===== config.mk =====
export PLATFORM = sky130hd
export DESIGN_NAME = ffa_ctrl
export DESIGN_NICKNAME = d
export VERILOG_FILES = /design/src/rtl/ffa_pkg.sv /design/src/rtl/ffa_ctrl.sv
export SDC_FILE = /design/constraint.sdc
export NUM_CORES = 1
export LEC_CHECK = 0
export BUFFER_PORTS_ARGS = -buffer_cell sky130_fd_sc_hd__buf_2
export CAP_MARGIN = 25
export CORE_MARGIN = 2
export CORE_UTILIZATION = 54
export DETAILED_ROUTE_END_ITERATION = 10
export PLACE_DENSITY = 0.83
export SLEW_MARGIN = 20
export SYNTH_ARGS = -nofsm -noshare
export SYNTH_HDL_FRONTEND = slang
export SYNTH_SLANG_ARGS = --single-unit

===== constraint.sdc =====
create_clock -name clk_i -period 2.51 [get_ports clk_i]
set_input_delay 0.3765 -clock clk_i [delete_from_list [all_inputs] [get_ports clk_i]]
set_output_delay 0.3765 -clock clk_i [all_outputs]
set_load 0.02 [all_outputs]

===== src/rtl/ffa_pkg.sv =====
package ffa_pkg;

  localparam int MEM_CELLS   = 128;
  localparam int MAX_HANDLES = 255;
  localparam int CELL_AW     = $clog2(MEM_CELLS);
  localparam int CNT_W       = $clog2(MEM_CELLS + 1);
  localparam int HND_W       = $clog2(MAX_HANDLES + 1);
  localparam int HND_DEPTH   = 1 << HND_W;

  localparam logic [1:0] CMD_ALLOC  = 2'd0;
  localparam logic [1:0] CMD_ERASE  = 2'd1;
  localparam logic [1:0] CMD_DEFRAG = 2'd2;

  localparam logic [1:0] ST_OK       = 2'd0;
  localparam logic [1:0] ST_NO_SPACE = 2'd1;
  localparam logic [1:0] ST_ILLEGAL  = 2'd2;
  localparam logic [1:0] ST_NO_HND   = 2'd3;

  typedef enum logic [3:0] {
    OP_NONE,
    OP_LATCH,
    OP_CELL_RD,
    OP_A_EVAL,
    OP_FILL,
    OP_TAB_RD,
    OP_E_LOAD,
    OP_E_CLR,
    OP_D_EVAL,
    OP_D_CLR,
    OP_RES,
    OP_PUSH
  } op_e;

  typedef struct packed {
    op_e        op;
    logic [1:0] res_code;
  } ctl_t;

  typedef struct packed {
    logic [1:0] cmd;
    logic       no_hnd;
    logic       size_zero;
    logic       hnd_ok;
    logic       scan_end;
    logic       hit;
    logic       fill_last;
    logic       defrag_end;
    logic       clr_end;
    logic       out_free;
  } sts_t;

endpackage


===== src/rtl/ffa_ctrl.sv =====
module ffa_ctrl (
  input  logic          clk_i,
  input  logic          rst_ni,
  input  logic          in_valid_i,
  output logic          in_ready_o,
  input  ffa_pkg::sts_t sts_i,
  output ffa_pkg::ctl_t ctl_o
);

  typedef enum logic [3:0] {
    S_INIT, S_IDLE, S_DISP, S_A_RD, S_A_EVAL, S_A_FILL, S_E_LOAD, S_E_CLR,
    S_D_RD, S_D_EVAL, S_D_CLR, S_RES
  } state_e;

  state_e state_q, state_d;

  assign in_ready_o = (state_q == S_IDLE);

  always_comb begin
    state_d = state_q;
    ctl_o.op = ffa_pkg::OP_NONE;
    ctl_o.res_code = ffa_pkg::ST_OK;
    case (state_q)
      S_INIT: begin
        if (sts_i.clr_end) begin
          state_d = S_IDLE;
        end else begin
          ctl_o.op = ffa_pkg::OP_D_CLR;
        end
      end
      S_IDLE: begin
        if (in_valid_i) begin
          ctl_o.op = ffa_pkg::OP_LATCH;
          state_d = S_DISP;
        end
      end
      S_DISP: begin
        case (sts_i.cmd)
          ffa_pkg::CMD_ALLOC: begin
            if (sts_i.no_hnd) begin
              ctl_o.op = ffa_pkg::OP_RES;
              ctl_o.res_code = ffa_pkg::ST_NO_HND;
              state_d = S_RES;
            end else if (sts_i.size_zero) begin
              ctl_o.op = ffa_pkg::OP_RES;
              ctl_o.res_code = ffa_pkg::ST_NO_SPACE;
              state_d = S_RES;
            end else begin
              state_d = S_A_RD;
            end
          end
          ffa_pkg::CMD_ERASE: begin
            if (!sts_i.hnd_ok) begin
              ctl_o.op = ffa_pkg::OP_RES;
              ctl_o.res_code = ffa_pkg::ST_ILLEGAL;
              state_d = S_RES;
            end else begin
              ctl_o.op = ffa_pkg::OP_TAB_RD;
              state_d = S_E_LOAD;
            end
          end
          ffa_pkg::CMD_DEFRAG: begin
            state_d = S_D_RD;
          end
          default: begin
            ctl_o.op = ffa_pkg::OP_RES;
            state_d = S_RES;
          end
        endcase
      end
      S_A_RD: begin
        if (sts_i.scan_end) begin
          ctl_o.op = ffa_pkg::OP_RES;
          ctl_o.res_code = ffa_pkg::ST_NO_SPACE;
          state_d = S_RES;
        end else begin
          ctl_o.op = ffa_pkg::OP_CELL_RD;
          state_d = S_A_EVAL;
        end
      end
      S_A_EVAL: begin
        ctl_o.op = ffa_pkg::OP_A_EVAL;
        state_d = sts_i.hit ? S_A_FILL : S_A_RD;
      end
      S_A_FILL: begin
        ctl_o.op = ffa_pkg::OP_FILL;
        if (sts_i.fill_last) state_d = S_RES;
      end
      S_E_LOAD: begin
        ctl_o.op = ffa_pkg::OP_E_LOAD;
        state_d = S_E_CLR;
      end
      S_E_CLR: begin
        ctl_o.op = ffa_pkg::OP_E_CLR;
        if (sts_i.fill_last) state_d = S_RES;
      end
      S_D_RD: begin
        if (sts_i.defrag_end) begin
          state_d = S_D_CLR;
        end else begin
          ctl_o.op = ffa_pkg::OP_CELL_RD;
          state_d = S_D_EVAL;
        end
      end
      S_D_EVAL: begin
        ctl_o.op = ffa_pkg::OP_D_EVAL;
        state_d = S_D_RD;
      end
      S_D_CLR: begin
        if (sts_i.clr_end) begin
          ctl_o.op = ffa_pkg::OP_RES;
          state_d = S_RES;
        end else begin
          ctl_o.op = ffa_pkg::OP_D_CLR;
        end
      end
      S_RES: begin
        if (sts_i.out_free) begin
          ctl_o.op = ffa_pkg::OP_PUSH;
          state_d = S_IDLE;
        end
      end
      default: state_d = S_IDLE;
    endcase
  end

  always_ff @(posedge clk_i or negedge rst_ni) begin
    if (!rst_ni) begin
      state_q <= S_INIT;
    end else begin
      state_q <= state_d;
    end
  end

endmodule


# Word-level counts from Yosys, hierarchy flattened
# Index checks and enable logic that the tools add are counted.
# W data, S select, Z words.
[op_classes]
n_eq_ne = 18
muxes = 28
n_reduce_logical = 4
[ops]
columns = ["cell", "n"]
rows = [
  ["$mux W4", 13],
  ["$pmux W4 S12", 1],
  ["$pmux W4 S11", 1],
  ["$pmux W4 S3", 2],
  ["$eq A4 B3 Y1 const B", 4],
  ["$eq A4 B4 Y1 const B", 4],
  ["$mux W6", 2],
  ["$eq A4 B2 Y1 const B", 2],
  ["$mux W2", 4],
  ["$ne A2 B2 Y1 const B", 4],
  ["$pmux W2 S2", 2],
  ["$reduce_and A5 Y1", 1],
  ["$eq A4 B1 Y1 const B", 1],
  ["$logic_not A4 Y1", 1],
  ["$mux W3", 1],
  ["$eq A2 B1 Y1 const B", 1],
  ["$eq A2 B2 Y1 const B", 1],
  ["$logic_not A2 Y1", 1],
  ["$mux W1", 2],
  ["$ne A2 B1 Y1 const B", 1],
  ["$reduce_or A2 Y1", 1],
]
[word_totals]
reg_bits = 4
inputBits = 14
wordCells = 51

# Logic depth before layout (Yosys ltp)
# Gate-level depths: netlist of the first run.
[depth]
word_depth = 4
mapped_depth = 6

# Worst setup path after synthesis of the first run
# No wires, ideal clock.
[synth_path]
path_kind = "register to output"
start = "reg state_q[3]"
end = "out ctl_o[0] in the netlist's numbering"
t_arrival_ps = 1560
t_required_ps = 2134
path_slack_ps = 574
stages_incl_launch_ff = 5
path_buffers = 1
cell_sequence = "dfrtp_1 > buf_2 > nor4b_4 > nand2_1 > o31ai_1"
[synth_lines]
columns = ["item", "line", "text"]
rows = [
  ["from (decl)", "ffa_ctrl.sv:15", "state_e state_q, state_d;"],
  ["from (signal assigned)", "ffa_ctrl.sv:131", "state_q <= state_d;"],
  ["to (decl)", "ffa_ctrl.sv:7", "output ffa_pkg::ctl_t ctl_o"],
]

==> flow_summary.yaml, run 1 <==
flow_run:
  maxCapViolCount: 0
logic_synthesis:
  postSynthAreaPerCell_um2: 7.30
  synth_cells: 97
  ys.warnings.count: 0
  syn_area_um2: 708
  synthDistinctLibCells: 40
  syn-num-nets: 111
  synth_edf_count: 0
  yosysSeqAreaShare_pct: 14.1
  synthTopCellsByArea: "dfrtp_1, a21oi_1, nand2b_1"
  synth_top_cells_by_count: "nor2_1, a21oi_1, nand2_1, nand2b_1, inv_1"
  synth_most_common_cell: "nor2_1"
  synth-seq-cells: 4
  synth_top_area_share_pct: 14.1
  synthArstFlopShare_pct: 100
  synthFlopType: "dfrtp_1"
  yosysTopAreaCell: "dfrtp_1"
floorplanning:
  num_rows: 13
  die_w_um: 40.2
  ios: 21
  dieArea_um2: 1620
  start_util_pct: 55.8
  core_area_um2: 1270
  dieHeight_um: 40.2
critical_path:
  cp_top_family: "flip-flops"
  crit_buf_inv: 1
  cp.required_ns: 2.13
  crit_type: "flip-flop to output pin"
  cp_max_fo: 20
  crit_path_end_kind: "output pin"
  critPathSlowestCell: "dfrtp_1"
  cp-start-kind: "flip-flop"
  cp_cell_sequence: "nor4b_4 -> nand2_1 -> o22ai_1 -> o21bai_1 -> buf_2"
  crit_arrival_ns: 1.95
  cp_slowest_stage_delay_ns: 0.70
placement:
  gp_congestion: 0.910
  dp_cells: 126
  post-dp-hpwl_um: 1360
  io_buffers: 20
finish:
  drive_gt1_share_pct: 27.0
  multi_input_area_um2: 536
  antenna_cells: 0
  top_register: "state_q"
  final_cells: 130
  final_util_pct: 64.7
  reg_top3: "state_q x4"
  seqCellArea_um2: 100
  nFillCells: 124
  largest_reg_flops: 4
  syn2layout_area_growth_pct: 15.9
  final_nets: 131
clock_tree:
  path_clk_slew_ns: 0.04
  root_buffer: "clkbuf_4"
  clockBufferDepth: 2
  cts_buffers: 3
  post_cts_buffers: 0
  clock_latency_ns: 0.25
  tritoncts: "done"
  cts.repair.resized: 0
  numClockSinks: 4
  cts_hold_buf: 1
  htree_levels: 1
timing:
  max_clock_freq_ghz: 0.431
  min_period_ns: 2.32
  slew_headroom_pct: 60.3
  period_share_pct: 92.5
  finalSetupTns_ns: 0
  rsz0062_at_grt: "no"
  finalHoldViolations: 0
  worst_pin_slew_ns: 0.596
  drv_slew: 0
  skew_ns: 0.000702
  whs_ns: 0.445
  setup_viol: 0
global_route:
  grt_usage_pct: 26.3
  grt_pass1_vias: 632
  grt_max_degree: 22
  grt_antenna_before_repair: 0
  grt_pass1_wl_um: 2790
  gr-total-overflow: 0
routing:
  drt_iter0_markers: 30
  vias: 806
  drt_pre_antenna_iters: 4
  wl_um: 1870
  via_per_inst: 6.20
  drc_errors: 0
  postRouteAntennaNets: 0
  wire_per_inst_um: 14.4
outcome:
  status: "completed"
power_and_ir_drop:
  irDropWorstVdd_uv: 717
  p_leak_uw: 0.000356
  power_density_nw_per_um2: 1260
min_path:
  hp-class: "input pin to flip-flop"
per-stage QoR:
step	total power, uW	worst slack (ns)	area (um^2)
2_1_floorplan	797	0.574	708
3_3_place_gp	916	0.533	788
3_5_place_dp	932	0.493	788
4_1_cts	1020	0.208	821
5_1_grt	1110	0.0315	821
6_report	1030	0.188	821
power by group:
part           leakage (uW)  internal (uW)  switching, uW  total (uW)
clock             0.0000138           53.8           31.7        85.5
combinational      0.000291            333            425         757
sequential        0.0000516           93.1           96.1         189
kinds of logic (layout without fill, tap and decap cells):
kind of cell,after synthesis,in the layout,synth area share [%]
flops,4,4,14.1
buf+inv,13,31,10.2
mux,1,1,1.41
simple gates,37,37,30.7
compound gates,42,42,43.5
cell type report:
class | instances | share of cell area (%)
multi-input cells | 80 | 65.2
repair buffers | 23 | 15.2
flip-flops and latches | 4 | 12.2
clock buffers | 3 | 2.74
inverters | 5 | 2.29
well taps | 15 | 2.29
routing by layer:
metal / share of wire, % / track usage [%] / up-vias / wire [um]
li1: - / - / 401 / -
met1: 44 / 32.9 / 369 / 819
met2: 47 / 41.5 / 30 / 882
met3: 6.6 / 8.89 / 6 / 123
met4: 2.1 / 10.0 / 0 / 40
met5: 0 / 0 / - / 0
final timing paths:
kind / slack, ns / endpoint / start / cells after the start
worst max-delay path: 0.19 / ctl_o[2] / state_q[1] / 5
worst min-delay path: 0.44 / state_q[0] / sts_i[1] / 2
worst max register to register: 0.65 / state_q[0] / state_q[0] / 4
worst min register to register: 0.73 / state_q[2] / state_q[3] / 3
max in group asynchronous: 1.94 / state_q[0] / rst_ni / 2
min in group asynchronous: 0.45 / state_q[3] / rst_ni / 2
cell usage in the layout (no fill, tap or decap), types with 2 or more instances in the layout:
| cell | synthesis | routed |
|---|---|---|
| buf_2 | 4 | 20 |
| nand2_1 | 7 | 7 |
| o21ai_0 | 4 | 4 |
| o22ai_1 | 4 | 4 |
| nor2_1 | 10 | 10 |
| o32ai_1 | 3 | 3 |
| a211oi_1 | 2 | 2 |
| a2bb2oi_1 | 2 | 2 |
| dfrtp_1 | 4 | 4 |
| o21ai_1 | 2 | 2 |
| nand2b_1 | 6 | 6 |
| a21oi_1 | 9 | 9 |
| a31oi_1 | 2 | 2 |
| and2_1 | 2 | 2 |
| buf_4 | 3 | 2 |
| clkbuf_4 | 0 | 3 |
| inv_1 | 5 | 5 |
| a21o_1 | 3 | 3 |
| nor3_1 | 3 | 3 |
(Power assumes the default switching activity.)
==> inputs of run 2 (changes only) <==
--- a/config.mk
+++ b/config.mk
@@ -10,7 +10,8 @@
 export CORE_MARGIN = 2
 export CORE_UTILIZATION = 54
 export DETAILED_ROUTE_END_ITERATION = 10
-export PLACE_DENSITY = 0.83
+export PLACE_DENSITY_LB_ADDON = 0.05
+export RECOVER_POWER = 50
 export SLEW_MARGIN = 20
 export SYNTH_ARGS = -nofsm -noshare
 export SYNTH_HDL_FRONTEND = slang
==> run 2 against run 1 <==
Global-route usage rose by 0.74 points. Clock skew increased by 0.0028 ns. Largest cell class unchanged. Register-to-register slack worse by 0.06 ns. Total power increased by 0.36%. Maximum frequency increased by 1.5%. Die area did not move. Largest power group unchanged. Final cell count up 0.77%. Routed wire length grew 5.0%. Worst setup slack improved by 0.035 ns. Cell area increased by 0.15%. Sequential power down 8%. Critical endpoint is now ctl_o[5]. Utilization grew 0.099 points.
==> flow_summary.yaml, run 2 (synthesis results as in run 1) <==
global_route:
  grt_usage_pct: 27.1
  grt_antenna_before_repair: 0
  grt_pass1_vias: 636
  gr-total-overflow: 0
  grt_pass1_wl_um: 2850
  grt_max_degree: 22
clock_tree:
  root_buffer: "clkbuf_4"
  path_clk_slew_ns: 0.03
  htree_levels: 1
  cts_hold_buf: 1
  cts_buffers: 3
  clock_latency_ns: 0.24
  clockBufferDepth: 2
  cts.repair.resized: 0
  post_cts_buffers: 0
  numClockSinks: 4
  tritoncts: "done"
timing:
  period_share_pct: 91.1
  slew_headroom_pct: 59.5
  finalHoldViolations: 0
  timing.final.ws_setup_ns: 0.222
  drv_slew: 0
  max_clock_freq_ghz: 0.437
  min_period_ns: 2.29
  whs_ns: 0.459
  setup_viol: 0
  rsz0062_at_grt: "no"
  finalSetupTns_ns: 0
  skew_ns: 0.00347
  worst_pin_slew_ns: 0.607
finish:
  fin_area_um2: 822
  layout_common_cells: "buf_2, nor2_1, a21oi_1, nand2_1, nand2b_1"
  multi_input_area_um2: 531
  antenna_cells: 0
  seqCellArea_um2: 100
  layout_commonest_cell: "buf_2"
  reg_top3: "state_q x4"
  largest_reg_flops: 4
  nFillCells: 127
  drive_gt1_share_pct: 25.9
  syn2layout_area_growth_pct: 16.1
  final_nets: 132
  top_register: "state_q"
power_and_ir_drop:
  irDropWorstVdd_uv: 681
  p_leak_uw: 0.000356
  total_power_uw: 1040
  power_density_nw_per_um2: 1260
critical_path:
  cp.required_ns: 2.13
  cp-start-kind: "flip-flop"
  r2r_cells: 4
  reg2reg_slack_ns: 0.59
  r2r-start: "state_q[0]"
  crit_path_end_kind: "output pin"
  crit_arrival_ns: 1.91
  rr_endpoint: "state_q[0]"
  crit_type: "flip-flop to output pin"
  cp-endpoint: "ctl_o[5]"
  cp_max_fo: 19
  crit_start: "state_q[0]"
placement:
  placed_area_um2: 796
  gp_congestion: 0.852
  io_buffers: 20
  post-dp-hpwl_um: 1390
  place_ws_ns: 0.518
routing:
  drt_pre_antenna_iters: 4
  wire_per_inst_um: 15.0
  drc_errors: 0
  via_per_inst: 6.26
  drt_iter0_markers: 43
  vias: 820
  postRouteAntennaNets: 0
  wl_um: 1960
outcome:
  status: "completed"
floorplanning:
  core_area_um2: 1270
  ios: 21
  dieHeight_um: 40.2
  num_rows: 13
  dieArea_um2: 1620
  start_util_pct: 55.8
  die_w_um: 40.2
flow_run:
  maxCapViolCount: 0
min_path:
  hp-class: "input pin to flip-flop"
[run 2: worst min-delay path by stage]
| stage | from | to | slack [ns] | cells after the start |
|---|---|---|---|---|
| 2_1_floorplan | rst_ni | state_q[0] | 0.08 | 0 |
| 3_3_place_gp | rst_ni | state_q[3] | 0.18 | 1 |
| 3_5_place_dp | rst_ni | state_q[3] | 0.18 | 1 |
| 4_1_cts | sts_i[1] | state_q[0] | 0.46 | 2 |
| 5_1_grt | sts_i[1] | state_q[0] | 0.47 | 2 |
| 6_report | sts_i[1] | state_q[0] | 0.46 | 2 |
[run 2: area by class of cell]
| class | count | share of cell area [%] |
|---|---|---|
| multi-input cells | 80 | 64.5 |
| repair buffers | 24 | 16.0 |
| well taps | 15 | 2.28 |
| inverters | 5 | 2.28 |
| clock buffers | 3 | 2.74 |
| flip-flops and latches | 4 | 12.2 |
[run 2: metrics by stage]
step / utilization, % / instances
2_1_floorplan: - / 97
4_1_cts: 65.3 / 131
3_3_place_gp: 62.7 / 127
6_report: 64.8 / 131
3_5_place_dp: 62.7 / 127
5_1_grt: 64.8 / 131
[run 2: per-layer routing]
layer / wire length (um) / GRT usage (%)
met3: 128 / 2.22
met1: 866 / 34.7
met2: 897 / 43.1
met5: 0 / 0
met4: 67 / 17.5
[run 2: power by group]
group | total (uW) | leakage, uW | switching, uW | internal, uW
logic | 778 | 0.000290 | 444 | 334
clock network | 82.8 | 0.0000138 | 29.2 | 53.7
registers | 174 | 0.0000516 | 81.0 | 93.5
total | 1040 | 0.000356 | 555 | 481
[run 2: worst max-delay path, stage by stage (launching register included)]
cell and delay [ns]:
dfrtp_1 0.72, and2_1 0.31, a211oi_1 0.11, o32ai_1 0.31, buf_2 0.22
==> inputs of run 3 (changes only) <==
--- a/config.mk
+++ b/config.mk
@@ -5,10 +5,13 @@
 export SDC_FILE = /design/constraint.sdc
 export NUM_CORES = 1
 export LEC_CHECK = 0
+export ABC_AREA = 0
 export BUFFER_PORTS_ARGS = -buffer_cell sky130_fd_sc_hd__buf_2
 export CAP_MARGIN = 25
+export CELL_PAD_IN_SITES_DETAIL_PLACEMENT = 1
+export CELL_PAD_IN_SITES_GLOBAL_PLACEMENT = 1
 export CORE_MARGIN = 2
-export CORE_UTILIZATION = 54
+export CORE_UTILIZATION = 35
 export DETAILED_ROUTE_END_ITERATION = 10
 export PLACE_DENSITY_LB_ADDON = 0.05
 export RECOVER_POWER = 50
==> constraint.sdc (replaced) <==
create_clock -name clk_i -period 2.55 [get_ports clk_i]
set_input_delay 0.3825 -clock clk_i [delete_from_list [all_inputs] [get_ports clk_i]]
set_output_delay 0.3825 -clock clk_i [all_outputs]
set_load 0.02 [all_outputs]
==> run 3 against run 2 <==
Critical path depth is 1 higher. Register-to-register slack better by 0.06 ns. Global-route usage is 7.4 points lower. Clock-buffer cell count stayed put. Hold slack better by 0.014 ns. Routed wire length is 13% higher. Worst setup slack worse by 0.038 ns. Total power hardly changed. Combinational power is 2% lower. Final cell count is 8.4% higher. Die area is 48% higher. Largest cell class unchanged.
==> flow_summary.yaml, run 3 (synthesis results as in run 1) <==
timing:
  worst_pin_slew_ns: 0.642
  whs_ns: 0.473
  period_share_pct: 92.7
  skew_ns: 0.00164
  max_clock_freq_ghz: 0.423
  finalSetupTns_ns: 0
  drv_slew: 0
  finalHoldViolations: 0
  setup_viol: 0
  min_period_ns: 2.37
  slew_headroom_pct: 57.2
  rsz0062_at_grt: "no"
global_route:
  grt_pass1_vias: 793
  grt_usage_pct: 19.7
  grt_pass1_wl_um: 3680
  grt_max_degree: 22
  gr-total-overflow: 0
  grt_antenna_before_repair: 0
critical_path:
  cp_slowest_stage_delay_ns: 0.74
  cp_max_fo: 19
  crit_path_end_kind: "output pin"
  cp_cell_sequence: "inv_1 -> a21oi_1 -> o22a_1 -> o21ai_0 -> buf_2"
  critPathSlowestCell: "dfrtp_1"
  cp-start-kind: "flip-flop"
  crit_type: "flip-flop to output pin"
  cp.required_ns: 2.17
  crit_arrival_ns: 1.98
routing:
  drc_errors: 0
  postRouteAntennaNets: 0
  drt_pre_antenna_iters: 4
  wire_per_inst_um: 15.5
  drt_iter0_markers: 12
  via_per_inst: 5.65
  vias: 802
  wl_um: 2210
finish:
  final_nets: 131
  top_register: "state_q"
  layout_common_cells: "buf_2, nor2_1, a21oi_1, nand2_1, nand2b_1"
  syn2layout_area_growth_pct: 17.8
  final_cells: 142
  layout_commonest_cell: "buf_2"
  fin_area_um2: 835
  final_util_pct: 43.0
  drive_gt1_share_pct: 26.1
  antenna_cells: 0
  largest_reg_flops: 4
  reg_top3: "state_q x4"
flow_run:
  maxCapViolCount: 0
outcome:
  status: "completed"
placement:
  gp_congestion: 0.829
  dp_cells: 138
  placed_area_um2: 803
  io_buffers: 20
  post-dp-hpwl_um: 1680
power_and_ir_drop:
  p_leak_uw: 0.000353
  power_density_nw_per_um2: 1240
  irDropWorstVdd_uv: 512
clock_tree:
  root_buffer: "clkbuf_4"
  numClockSinks: 4
  tritoncts: "done"
  clock_latency_ns: 0.24
  clockBufferDepth: 2
  cts.repair.resized: 0
  path_clk_slew_ns: 0.04
  cts_buffers: 3
  htree_levels: 1
  cts_hold_buf: 1
  post_cts_buffers: 0
floorplanning:
  die_w_um: 49.0
  num_rows: 16
  dieHeight_um: 49.0
  core_area_um2: 1940
  start_util_pct: 36.5
  dieArea_um2: 2400
  ios: 21
min_path:
  hp-class: "input pin to flip-flop"
-- run 3: cell types whose count changed in the layout (fill, tap and decap cells not counted), sizes merged --
cell	before	now
buf	22	21
-- run 3: final cells by class --
cell class / count / area, um^2
timing repair buffer: 23 / 124
inverter: 5 / 18.8
multi-input combinational: 80 / 536
sequential: 4 / 100
fill: 268 / 1110
tap: 27 / 33.8
clock buffer: 3 / 22.5
-- run 3: power breakdown --
part           switching, uW  total [uW]  internal (uW)
logic                    436         764            328
registers               94.9         186           91.6
clock network           31.5        84.5           53.0
total                    563        1030            472
-- run 3: through the flow --
step / power [uW] / worst slack (ns)
6_report: 1030 / 0.185
5_1_grt: 1130 / 0.0480
2_1_floorplan: 784 / 0.608
3_5_place_dp: 954 / 0.467
3_3_place_gp: 942 / 0.573
4_1_cts: 1040 / 0.197
-- run 3: final timing paths --
kind	slack [ns]	startpoint	cells past startpoint	to
worst max-delay path	0.18	state_q[0]	5	ctl_o[3]
worst min-delay path	0.47	sts_i[3]	3	state_q[1]
worst max register to register	0.65	state_q[0]	4	state_q[0]
worst min register to register	0.77	state_q[3]	3	state_q[2]
max in group asynchronous	1.88	rst_ni	2	state_q[1]
min in group asynchronous	0.49	rst_ni	2	state_q[0]
-- run 3: per-layer routing --
| metal | share of wire (%) | global-route usage (%) |
|---|---|---|
| met1 | 47 | 25.7 |
| met2 | 49 | 33.8 |
| met3 | 2.9 | 2.76 |
| met4 | 0.54 | 5.24 |
| met5 | 0 | 0 |
-- run 3: worst max-delay path, delay by kind of cell (launching register included) --
kind / cells / cell delay [ns]
DFF: 1 / 0.74
AOI/OAI and AO/OA: 3 / 0.50
buffers and inverters: 2 / 0.48
